==> config.mk <==
export PLATFORM = sky130hd
export DESIGN_NAME = touch_auto_repeat_controller
export DESIGN_NICKNAME = d
export VERILOG_FILES = /design/src/hw/rtl/tarc_pkg.sv /design/src/hw/rtl/touch_auto_repeat_controller.sv
export SDC_FILE = /design/constraint.sdc
export NUM_CORES = 1
export LEC_CHECK = 0
export ABC_AREA = 1
export CORE_MARGIN = 2
export CORE_UTILIZATION = 41
export CTS_CLUSTER_DIAMETER = 100
export CTS_CLUSTER_SIZE = 20
export DETAILED_ROUTE_END_ITERATION = 16
export DONT_BUFFER_PORTS = 1
export GPL_TIMING_DRIVEN = 0
export SYNTH_ARGS = -nofsm -noshare
export SYNTH_HDL_FRONTEND = slang
export SYNTH_SLANG_ARGS = --single-unit
export TNS_END_PERCENT = 10
==> constraint.sdc <==
create_clock -name clk -period 5.4 [get_ports clk]
set_input_delay 0.54 -clock clk [delete_from_list [all_inputs] [get_ports clk]]
set_output_delay 0.54 -clock clk [all_outputs]
set_load 0.005 [all_outputs]
==> src/hw/rtl/tarc_pkg.sv <==
`default_nettype none

package tarc_pkg;

	// Controller mode codes.
	localparam logic [2:0] MODE_INIT       = 3'd0;
	localparam logic [2:0] MODE_WAIT_FIRST = 3'd1;
	localparam logic [2:0] MODE_IDLE       = 3'd2;
	localparam logic [2:0] MODE_SETTLE     = 3'd3;
	localparam logic [2:0] MODE_HOLD       = 3'd4;
	localparam logic [2:0] MODE_REPEAT_RUN = 3'd5;
	localparam logic [2:0] MODE_REPEAT_DUE = 3'd6;

	// Configuration register indexes.
	localparam logic [1:0] REG_TICKS_PER_SECOND = 2'd0;
	localparam logic [1:0] REG_SETTLE_TICKS     = 2'd1;
	localparam logic [1:0] REG_HOLD_TICKS       = 2'd2;
	localparam logic [1:0] REG_REPEAT_TICKS     = 2'd3;

	// Register values after reset.
	localparam logic [7:0] RST_TICKS_PER_SECOND = 8'd20;
	localparam logic [7:0] RST_SETTLE_TICKS     = 8'd1;
	localparam logic [7:0] RST_HOLD_TICKS       = 8'd10;
	localparam logic [7:0] RST_REPEAT_TICKS     = 8'd2;

	// Pulses produced by one tick.
	typedef struct packed {
		logic advance_second;
		logic step_time;
		logic clear_touch;
	} tarc_pulse_t;

endpackage

`default_nettype wire

==> src/hw/rtl/touch_auto_repeat_controller.sv <==
// Touch auto-repeat controller.
//
// Each input transaction is one timer tick carrying the touch level. Every
// tick produces exactly one output transaction with three pulse fields:
// advance_second, step_time and clear_touch. Both channels use valid/stall;
// a transaction moves on a rising edge with valid high and stall low.
// The tick is captured in an input register, the mode machine and counters
// are evaluated in one short combinational pass, and the pulses land in the
// result register: out_valid rises once the tick has moved from the input
// register into the result register, and one tick is accepted every cycle
// while the output is not stalled.
// When the receiver stalls, the result register holds its pulses and the
// input register fills, after which in_stall rises until the output drains.
// Reset clears the mode to its initial state, zeroes all counters and loads
// the default tick counts (20, 1, 10, 2). The clock starts after one touch.
// Configuration registers are written through cfg_we/cfg_index/cfg_data and
// take effect for ticks processed after the write.
`default_nettype none

module touch_auto_repeat_controller
	import tarc_pkg::*;
(
	input  wire logic       clk,
	input  wire logic       arst_n,
	input  wire logic       cfg_we,
	input  wire logic [1:0] cfg_index,
	input  wire logic [7:0] cfg_data,
	input  wire logic       in_valid,
	output logic            in_stall,
	input  wire logic       touched,
	output logic            out_valid,
	input  wire logic       out_stall,
	output logic            advance_second,
	output logic            step_time,
	output logic            clear_touch
);

	logic [7:0] ticks_per_second_q;
	logic [7:0] settle_ticks_q;
	logic [7:0] hold_ticks_q;
	logic [7:0] repeat_ticks_q;

	logic [2:0] mode_q;
	logic [7:0] second_count_q;
	logic [7:0] settle_count_q;
	logic [7:0] hold_count_q;
	logic [7:0] repeat_count_q;

	logic        valid_s1;
	logic        touched_s1;
	logic        valid_s2;
	tarc_pulse_t pulse_s2;

	logic        adv_s1;
	logic [2:0]  mode_d;
	logic [7:0]  second_count_d;
	logic [7:0]  settle_count_d;
	logic [7:0]  hold_count_d;
	logic [7:0]  repeat_count_d;
	tarc_pulse_t pulse_d;

	// The tick in stage 1 moves on when the result register is free or drains.
	assign adv_s1   = !valid_s2 || !out_stall;
	assign in_stall = valid_s1 && !adv_s1;

	// Configuration registers.
	always_ff @(posedge clk or negedge arst_n) begin
		if (!arst_n) begin
			ticks_per_second_q <= RST_TICKS_PER_SECOND;
			settle_ticks_q     <= RST_SETTLE_TICKS;
			hold_ticks_q       <= RST_HOLD_TICKS;
			repeat_ticks_q     <= RST_REPEAT_TICKS;
		end else if (cfg_we) begin
			unique case (cfg_index)
				REG_TICKS_PER_SECOND: ticks_per_second_q <= cfg_data;
				REG_SETTLE_TICKS:     settle_ticks_q     <= cfg_data;
				REG_HOLD_TICKS:       hold_ticks_q       <= cfg_data;
				REG_REPEAT_TICKS:     repeat_ticks_q     <= cfg_data;
				default: ;
			endcase
		end
	end

	// Input register.
	always_ff @(posedge clk or negedge arst_n) begin
		if (!arst_n) begin
			valid_s1 <= 1'b0;
		end else if (!in_stall) begin
			valid_s1 <= in_valid;
		end
	end

	always_ff @(posedge clk) begin
		if (in_valid && !in_stall) begin
			touched_s1 <= touched;
		end
	end

	// Mode transition, then the counter action of the new mode.
	always_comb begin
		mode_d         = mode_q;
		second_count_d = second_count_q;
		settle_count_d = settle_count_q;
		hold_count_d   = hold_count_q;
		repeat_count_d = repeat_count_q;
		pulse_d        = '0;

		unique case (mode_q)
			MODE_INIT: begin
				mode_d = MODE_WAIT_FIRST;
			end
			MODE_WAIT_FIRST: begin
				if (touched_s1) begin
					mode_d = MODE_IDLE;
				end
			end
			MODE_IDLE: begin
				second_count_d = second_count_q + 8'd1;
				if (second_count_d == ticks_per_second_q) begin
					pulse_d.advance_second = 1'b1;
					second_count_d         = 8'd0;
				end
				if (touched_s1) begin
					mode_d              = MODE_SETTLE;
					pulse_d.clear_touch = 1'b1;
				end
			end
			MODE_SETTLE: begin
				if (settle_count_q == settle_ticks_q) begin
					if (touched_s1) begin
						mode_d = MODE_HOLD;
					end else begin
						mode_d            = MODE_IDLE;
						pulse_d.step_time = 1'b1;
					end
				end
			end
			MODE_HOLD: begin
				if (!touched_s1) begin
					mode_d            = MODE_IDLE;
					pulse_d.step_time = 1'b1;
				end else if (hold_count_q == hold_ticks_q) begin
					mode_d            = MODE_REPEAT_RUN;
					pulse_d.step_time = 1'b1;
				end
			end
			MODE_REPEAT_RUN: begin
				if (!touched_s1) begin
					mode_d = MODE_IDLE;
				end else if (repeat_count_q == repeat_ticks_q) begin
					mode_d = MODE_REPEAT_DUE;
				end
			end
			MODE_REPEAT_DUE: begin
				if (touched_s1) begin
					mode_d            = MODE_REPEAT_RUN;
					pulse_d.step_time = 1'b1;
				end else begin
					mode_d = MODE_IDLE;
				end
			end
			default: begin
				mode_d = MODE_INIT;
			end
		endcase

		case (mode_d)
			MODE_IDLE: begin
				settle_count_d = 8'd0;
				hold_count_d   = 8'd0;
				repeat_count_d = 8'd0;
			end
			MODE_SETTLE:     settle_count_d = settle_count_q + 8'd1;
			MODE_HOLD:       hold_count_d   = hold_count_q + 8'd1;
			MODE_REPEAT_RUN: repeat_count_d = repeat_count_q + 8'd1;
			MODE_REPEAT_DUE: repeat_count_d = 8'd0;
			default: ;
		endcase
	end

	// Controller state advances once per tick leaving stage 1.
	always_ff @(posedge clk or negedge arst_n) begin
		if (!arst_n) begin
			mode_q         <= MODE_INIT;
			second_count_q <= 8'd0;
			settle_count_q <= 8'd0;
			hold_count_q   <= 8'd0;
			repeat_count_q <= 8'd0;
		end else if (valid_s1 && adv_s1) begin
			mode_q         <= mode_d;
			second_count_q <= second_count_d;
			settle_count_q <= settle_count_d;
			hold_count_q   <= hold_count_d;
			repeat_count_q <= repeat_count_d;
		end
	end

	// Result register.
	always_ff @(posedge clk or negedge arst_n) begin
		if (!arst_n) begin
			valid_s2 <= 1'b0;
		end else if (adv_s1) begin
			valid_s2 <= valid_s1;
		end
	end

	always_ff @(posedge clk) begin
		if (valid_s1 && adv_s1) begin
			pulse_s2 <= pulse_d;
		end
	end

	assign out_valid      = valid_s2;
	assign advance_second = pulse_s2.advance_second;
	assign step_time      = pulse_s2.step_time;
	assign clear_touch    = pulse_s2.clear_touch;

endmodule

`default_nettype wire
# Word-level counts from Yosys, hierarchy flattened
# Cells that the tools add are included.
# word_totals
output_inout_bits,5
memories,0
input_bits,16
ram_bits,0
mem_bits_ro,0
latchBits,0
wordCells,80
ff_bits,73
# op_classes
eq_ne,18
magnitude_cmp,0
bitwise_logic,0
add_sub_neg,4
n_shift,0
n_mux,21
div_mod_pow,0
n_mul,0
n_reduce_logical,22
# op_table
cell,n
$pmux W8 S2,3
$add A8 B1 Y8 const B,4
$eq A8 B8 Y1,4
$mux W3,9
$pmux W3 S7,1
$eq A3 B3 Y1 const B,6
$reduce_and A2 Y1,8
$eq A3 B2 Y1 const B,4
$mux W8,1
$mux W1,6
$reduce_bool A2 Y1,3
$eq A2 B2 Y1 const B,2
$logic_not A1 Y1,4
$eq A3 B1 Y1 const B,1
$logic_and A1 B1 Y1,3
$logic_not A3 Y1,1
$pmux W1 S3,1
$eq A2 B1 Y1 const B,1
$logic_not A2 Y1,1
$reduce_or A2 Y1,1
$logic_or A1 B1 Y1,1

# Logic depth before layout (Yosys ltp)
# depth
word_depth,8
ltp_mapped,14
ltp_nobuf,14

# Worst setup path after synthesis
# Ideal clock, no wire load.
# synth_timing
kind,reg-to-reg
startpoint,reg settle_ticks_q[0]
endpoint,reg repeat_count_q[0]
n_path_buf,0
period_less_slack_ps,1822
arrival_ps,1705
path_stages_with_launch,14
required_time_ps,5283
path_slack_ps,3578
setup_ps,117
cell_sequence,dfstp_2 > nand2_1 > nand2_1 > nand2_1 > nor2_4 > nand2_2 > nand2_4 > nand2_2 > a21oi_4 > nor2_2 > nand2_2 > nand2_4 > nand2_1 > nand2_1
# synth_between
elab_chain_cells,7
elab_cells_between_ends,10
classes_between,4 x eq/ne; 3 x mux; 3 x reduce/logical
# synth_lines
element,line_no,text
start: declaration,touch_auto_repeat_controller.sv:39,logic [7:0] settle_ticks_q;
start signal: assignment,touch_auto_repeat_controller.sv:76,REG_SETTLE_TICKS: settle_ticks_q <= cfg_data;
$eq A8 B8 Y1 *,touch_auto_repeat_controller.sv:129,if (settle_count_q == settle_ticks_q) begin
$mux W3 *,touch_auto_repeat_controller.sv:129,
$pmux W3 S7 *,touch_auto_repeat_controller.sv:108,unique case (mode_q)
$eq A3 B3 Y1 / $eq A3 B2 Y1 (equally long branches),touch_auto_repeat_controller.sv:167,case (mode_d)
$reduce_or A2 Y1 (no line),-,
$reduce_bool A2 Y1 (no line),-,
$reduce_and A2 Y1 (no line),-,
end signal: assignment,touch_auto_repeat_controller.sv:194,repeat_count_q <= repeat_count_d;
end: declaration,touch_auto_repeat_controller.sv:47,logic [7:0] repeat_count_q;
# Every way passes the cells marked *; elsewhere a longest branch is shown, timed or not.
# A chain may end at the register's enable or synchronous reset.

# Worst setup path in the final report
# layout_timing
startpoint,reg settle_ticks_q[0]
endpoint,reg settle_count_q[0]
# layout_between
elab_chain_cells,6
elab_cells_between_ends,8
classes_between,3 x eq/ne; 3 x mux; 2 x reduce/logical
# layout_lines
element,line_no,text
$eq A8 B8 Y1 *,touch_auto_repeat_controller.sv:129,
$mux W3 *,touch_auto_repeat_controller.sv:129,
$pmux W3 S7 *,touch_auto_repeat_controller.sv:108,
$eq A3 B2 Y1,touch_auto_repeat_controller.sv:167,
$reduce_bool A2 Y1 (no line),-,
$reduce_and A2 Y1 (no line),-,
end signal: assignment,touch_auto_repeat_controller.sv:192,settle_count_q <= settle_count_d;
end: declaration,touch_auto_repeat_controller.sv:45,logic [7:0] settle_count_q;
# Marked as above.

==> run_results.csv <==
group,metric,value,unit
route,drc,0,
place,io_buffers,0,
cts,clkSinkCount,73,
pwr,internal_power,1.06,mW
floorplanning,die_x,103,µm
floorplanning,io_pins,21,
critical_path,worstReg2RegStart,"settle_ticks_q[0]",
grt,grt_max_degree,64,
synthesis,ys_warn_count,0,
finish,final_nets,548,
finish,final_common_cell,"nand2_1",
grt,grt_usage,0.182,
grt,antenna_found_initial,0,
run_status,outcome,"complete, no violations",
cts,cts_tree,"done",
run,drv_cap,0,
grt,gr-total-overflow,0,
route,via_count,3196,
cts,cts_made_buffers,9,
finish,area_growth,9.22,%
pwr,seqPwrFrac,0.446,
cts,cts_resized,0,
finish,mostFrequentLayoutCells,"nand2_1, dfrtp_1, inv_1, o21ai_0, nand3_1",
cts,cts.path.max_buffers,2,
floorplanning,dieArea,0.0107,mm²
floorplanning,num_rows,36,
sta,drv_slew,0,
synthesis,ys_ff_latch,73,
finish,fill_cells,986,
critical_path,slowest_delay,540,ps
pwr,p_sw,0.700,mW
critical_path,cp_data_required_time,5660,ps
route,wire_per_inst,13.1,µm
place,hpwl,6230,µm
cts,root_buffer,"clkbuf_8",
route,via_per_inst,4.81,
cts,cts_htree_levels,3,
critical_path,cp-endpoint,"settle_count_q[0]",
critical_path,worst-setup-path-type,"flop to flop",
pwr,switching_share,0.397,
pwr,p_per_area,397,mW/mm²
critical_path,path_common_cell,"nand2_1",
critical_path,cp_cell_sequence,"nand2_1, nand2_1, nand2_1, nor2_4, nand4_1, inv_1, nor2_4, nor2_1, nand3_1, o21ai_0",
route,ant_nets,0,
critical_path,r2r_end,"settle_count_q[0]",
sta,slew_headroom,0.588,
cts,clk_pin_slew,80,ps
finish,postLayoutCellArea,0.00443,mm²
route,wirelength,8730,µm
sta,setup_tns,0,ps
sta,worst_slack,3260,ps
pwr,combPwrFrac,0.340,
finish,diodes,0,
pwr,p_leak,2.10,nW
critical_path,ff2ff_path_depth,10,
finish,layout-drive-gt1-share,0.0921,
sta,period_minus_slack,2140,ps
sta,finalCritPeriodShare,0.396,
critical_path,ff2ff_setup_slack,3260,ps
critical_path,end_kind,"flop",
synthesis,ys_seq_area_frac,0.457,
sta,finalHoldViolCount,0,
place,dpl_worst_slack,3290,ps
critical_path,worstPathMaxFanout,8,
floorplanning,coreArea,0.00968,mm²
route,drtPass1Iterations,4,
synthesis,ys_types,34,
floorplanning,start_util,0.419,
sta,setup-violations-final,0,
min_path,hold_class,"primary input to async pin",
synthesis,syn_area,0.00406,mm²
sta,fin_hold_ws,33.1,ps
place,dpl-instance-area,0.00422,mm²
sta,rsz0062_at_grt,"no",
grt,grt_pass1_wl,14900,µm
floorplanning,die_y,103,µm
pwr,ir_drop,0.000187,V
synthesis,syn_inst,515,
critical_path,start_kind,"flop",
synthesis,syn_nets,535,
critical_path,critPathSlowestCell,"dfstp_2",
synthesis,syn-mean-instance-area,7.88,µm²
sta,fmax,0.467,GHz
place,finalWeightedCongestion,0.822,
cts,clock_latency,340,ps
pwr,p_clk_frac,0.214,
critical_path,critPathLaunch,"settle_ticks_q[0]",
route,drtIter0Drc,125,
grt,first_global_vias,3111,
critical_path,arrival,2400,ps
sta,skew,12.9,ps
sta,worst_slew_pin_slew,616,ps
pwr,total_power,1.76,mW
[worst min path at each step]
stage	end	slack (ps)	depth (start not counted)
after floorplan	hold_count_q[0]	240	0
after CTS	settle_ticks_q[0]	8	0
after detailed placement	second_count_q[6]	250	0
after global placement	second_count_q[6]	250	0
after global routing	settle_ticks_q[0]	3	0
final	settle_ticks_q[0]	30	0
[routing by layer]
layer  GRT usage  routed length [µm]  part of all wire
met1       0.252                4170              0.48
met2       0.288                3900              0.45
met3      0.0376                 575             0.066
met4      0.0516                  82            0.0094
met5           0                   0                 0
[synth_stat cells (all sizes together)]
library cell	count	area share
nand4	9	0.019
o21bai	1	0.0019
xor2	21	0.045
nand2	162	0.16
ha	4	0.012
nand3b	4	0.0074
clkinv	2	0.0019
o211ai	2	0.0037
nor3	8	0.0099
dfstp	6	0.039
nand3	46	0.064
nor2	43	0.046
clkbuf	6	0.0062
edfxtp	4	0.030
dfrtp	63	0.39
buf	2	0.0031
xnor2	20	0.043
a21oi	3	0.0065
inv	63	0.058
o21ai	45	0.056
or2	1	0.0015
[cell families (layout without fill, tap and decap cells)]
kind of cell / Yosys count / in the layout / share of synthesized area
flip-flops: 73 / 73 / 0.457
AO/OA/AOI/OAI: 51 / 51 / 0.0675
XOR/XNOR: 41 / 41 / 0.0885
AND/OR/NAND/NOR: 273 / 273 / 0.305
buffers and inverters: 73 / 90 / 0.0694
adder cells (fa/ha/maj): 4 / 4 / 0.0123
[power groups by stage]
stage | registers, mW | logic [mW] | clock network [mW]
after floorplan | 0.765 | 0.486 | 0
after global placement | 0.794 | 0.571 | 0
after detailed placement | 0.796 | 0.587 | 0
after CTS | 0.786 | 0.602 | 0.391
after global routing | 0.805 | 0.685 | 0.418
final | 0.786 | 0.598 | 0.376
[stage by stage]
stage	std cells	util
detailed placement	648	0.436
CTS	664	0.457
floorplan	515	-
global placement	648	0.436
finish	665	0.458
global route	665	0.458
[cell type report]
class / instances / area, µm² / share of cell area
Buffer: 8 / 37.5 / 0.00847
Tap cell: 133 / 166 / 0.0375
Inverter: 65 / 244 / 0.0551
Clock buffer: 10 / 138 / 0.0311
Sequential cell: 73 / 1850 / 0.418
Multi-Input combinational cell: 369 / 1920 / 0.434
Clock inverter: 5 / 32.5 / 0.00734
Timing Repair Buffer: 2 / 37.5 / 0.00847
[flip-flops by register name (all words and copies together), names as in the netlist]
signal,flops
hold_count_q,8
hold_ticks_q,8
repeat_count_q,8
repeat_ticks_q,8
second_count_q,8
settle_count_q,8
settle_ticks_q,8
ticks_per_second_q,8
mode_q,3
advance_second,1
clear_touch,1
out_valid,1
step_time,1
touched_s1,1
valid_s1,1
[worst max-delay path, delay by kind of cell (launching register included)]
kind / cells / cell delay, ps
and+or+nand+nor: 8 / 1240
buffers and inverters: 1 / 150
DFF: 1 / 540
AOI/OAI and AO/OA: 1 / 120
[what timing repair did]
| action | 4_1_cts | 5_1_grt |
|---|---|---|
| hold endpoints to repair | 63 | 2 |
| setup buffers | 0 | 0 |
| hold buffers | 1 | 1 |
Note: power is estimated with default switching activity, not from simulation.
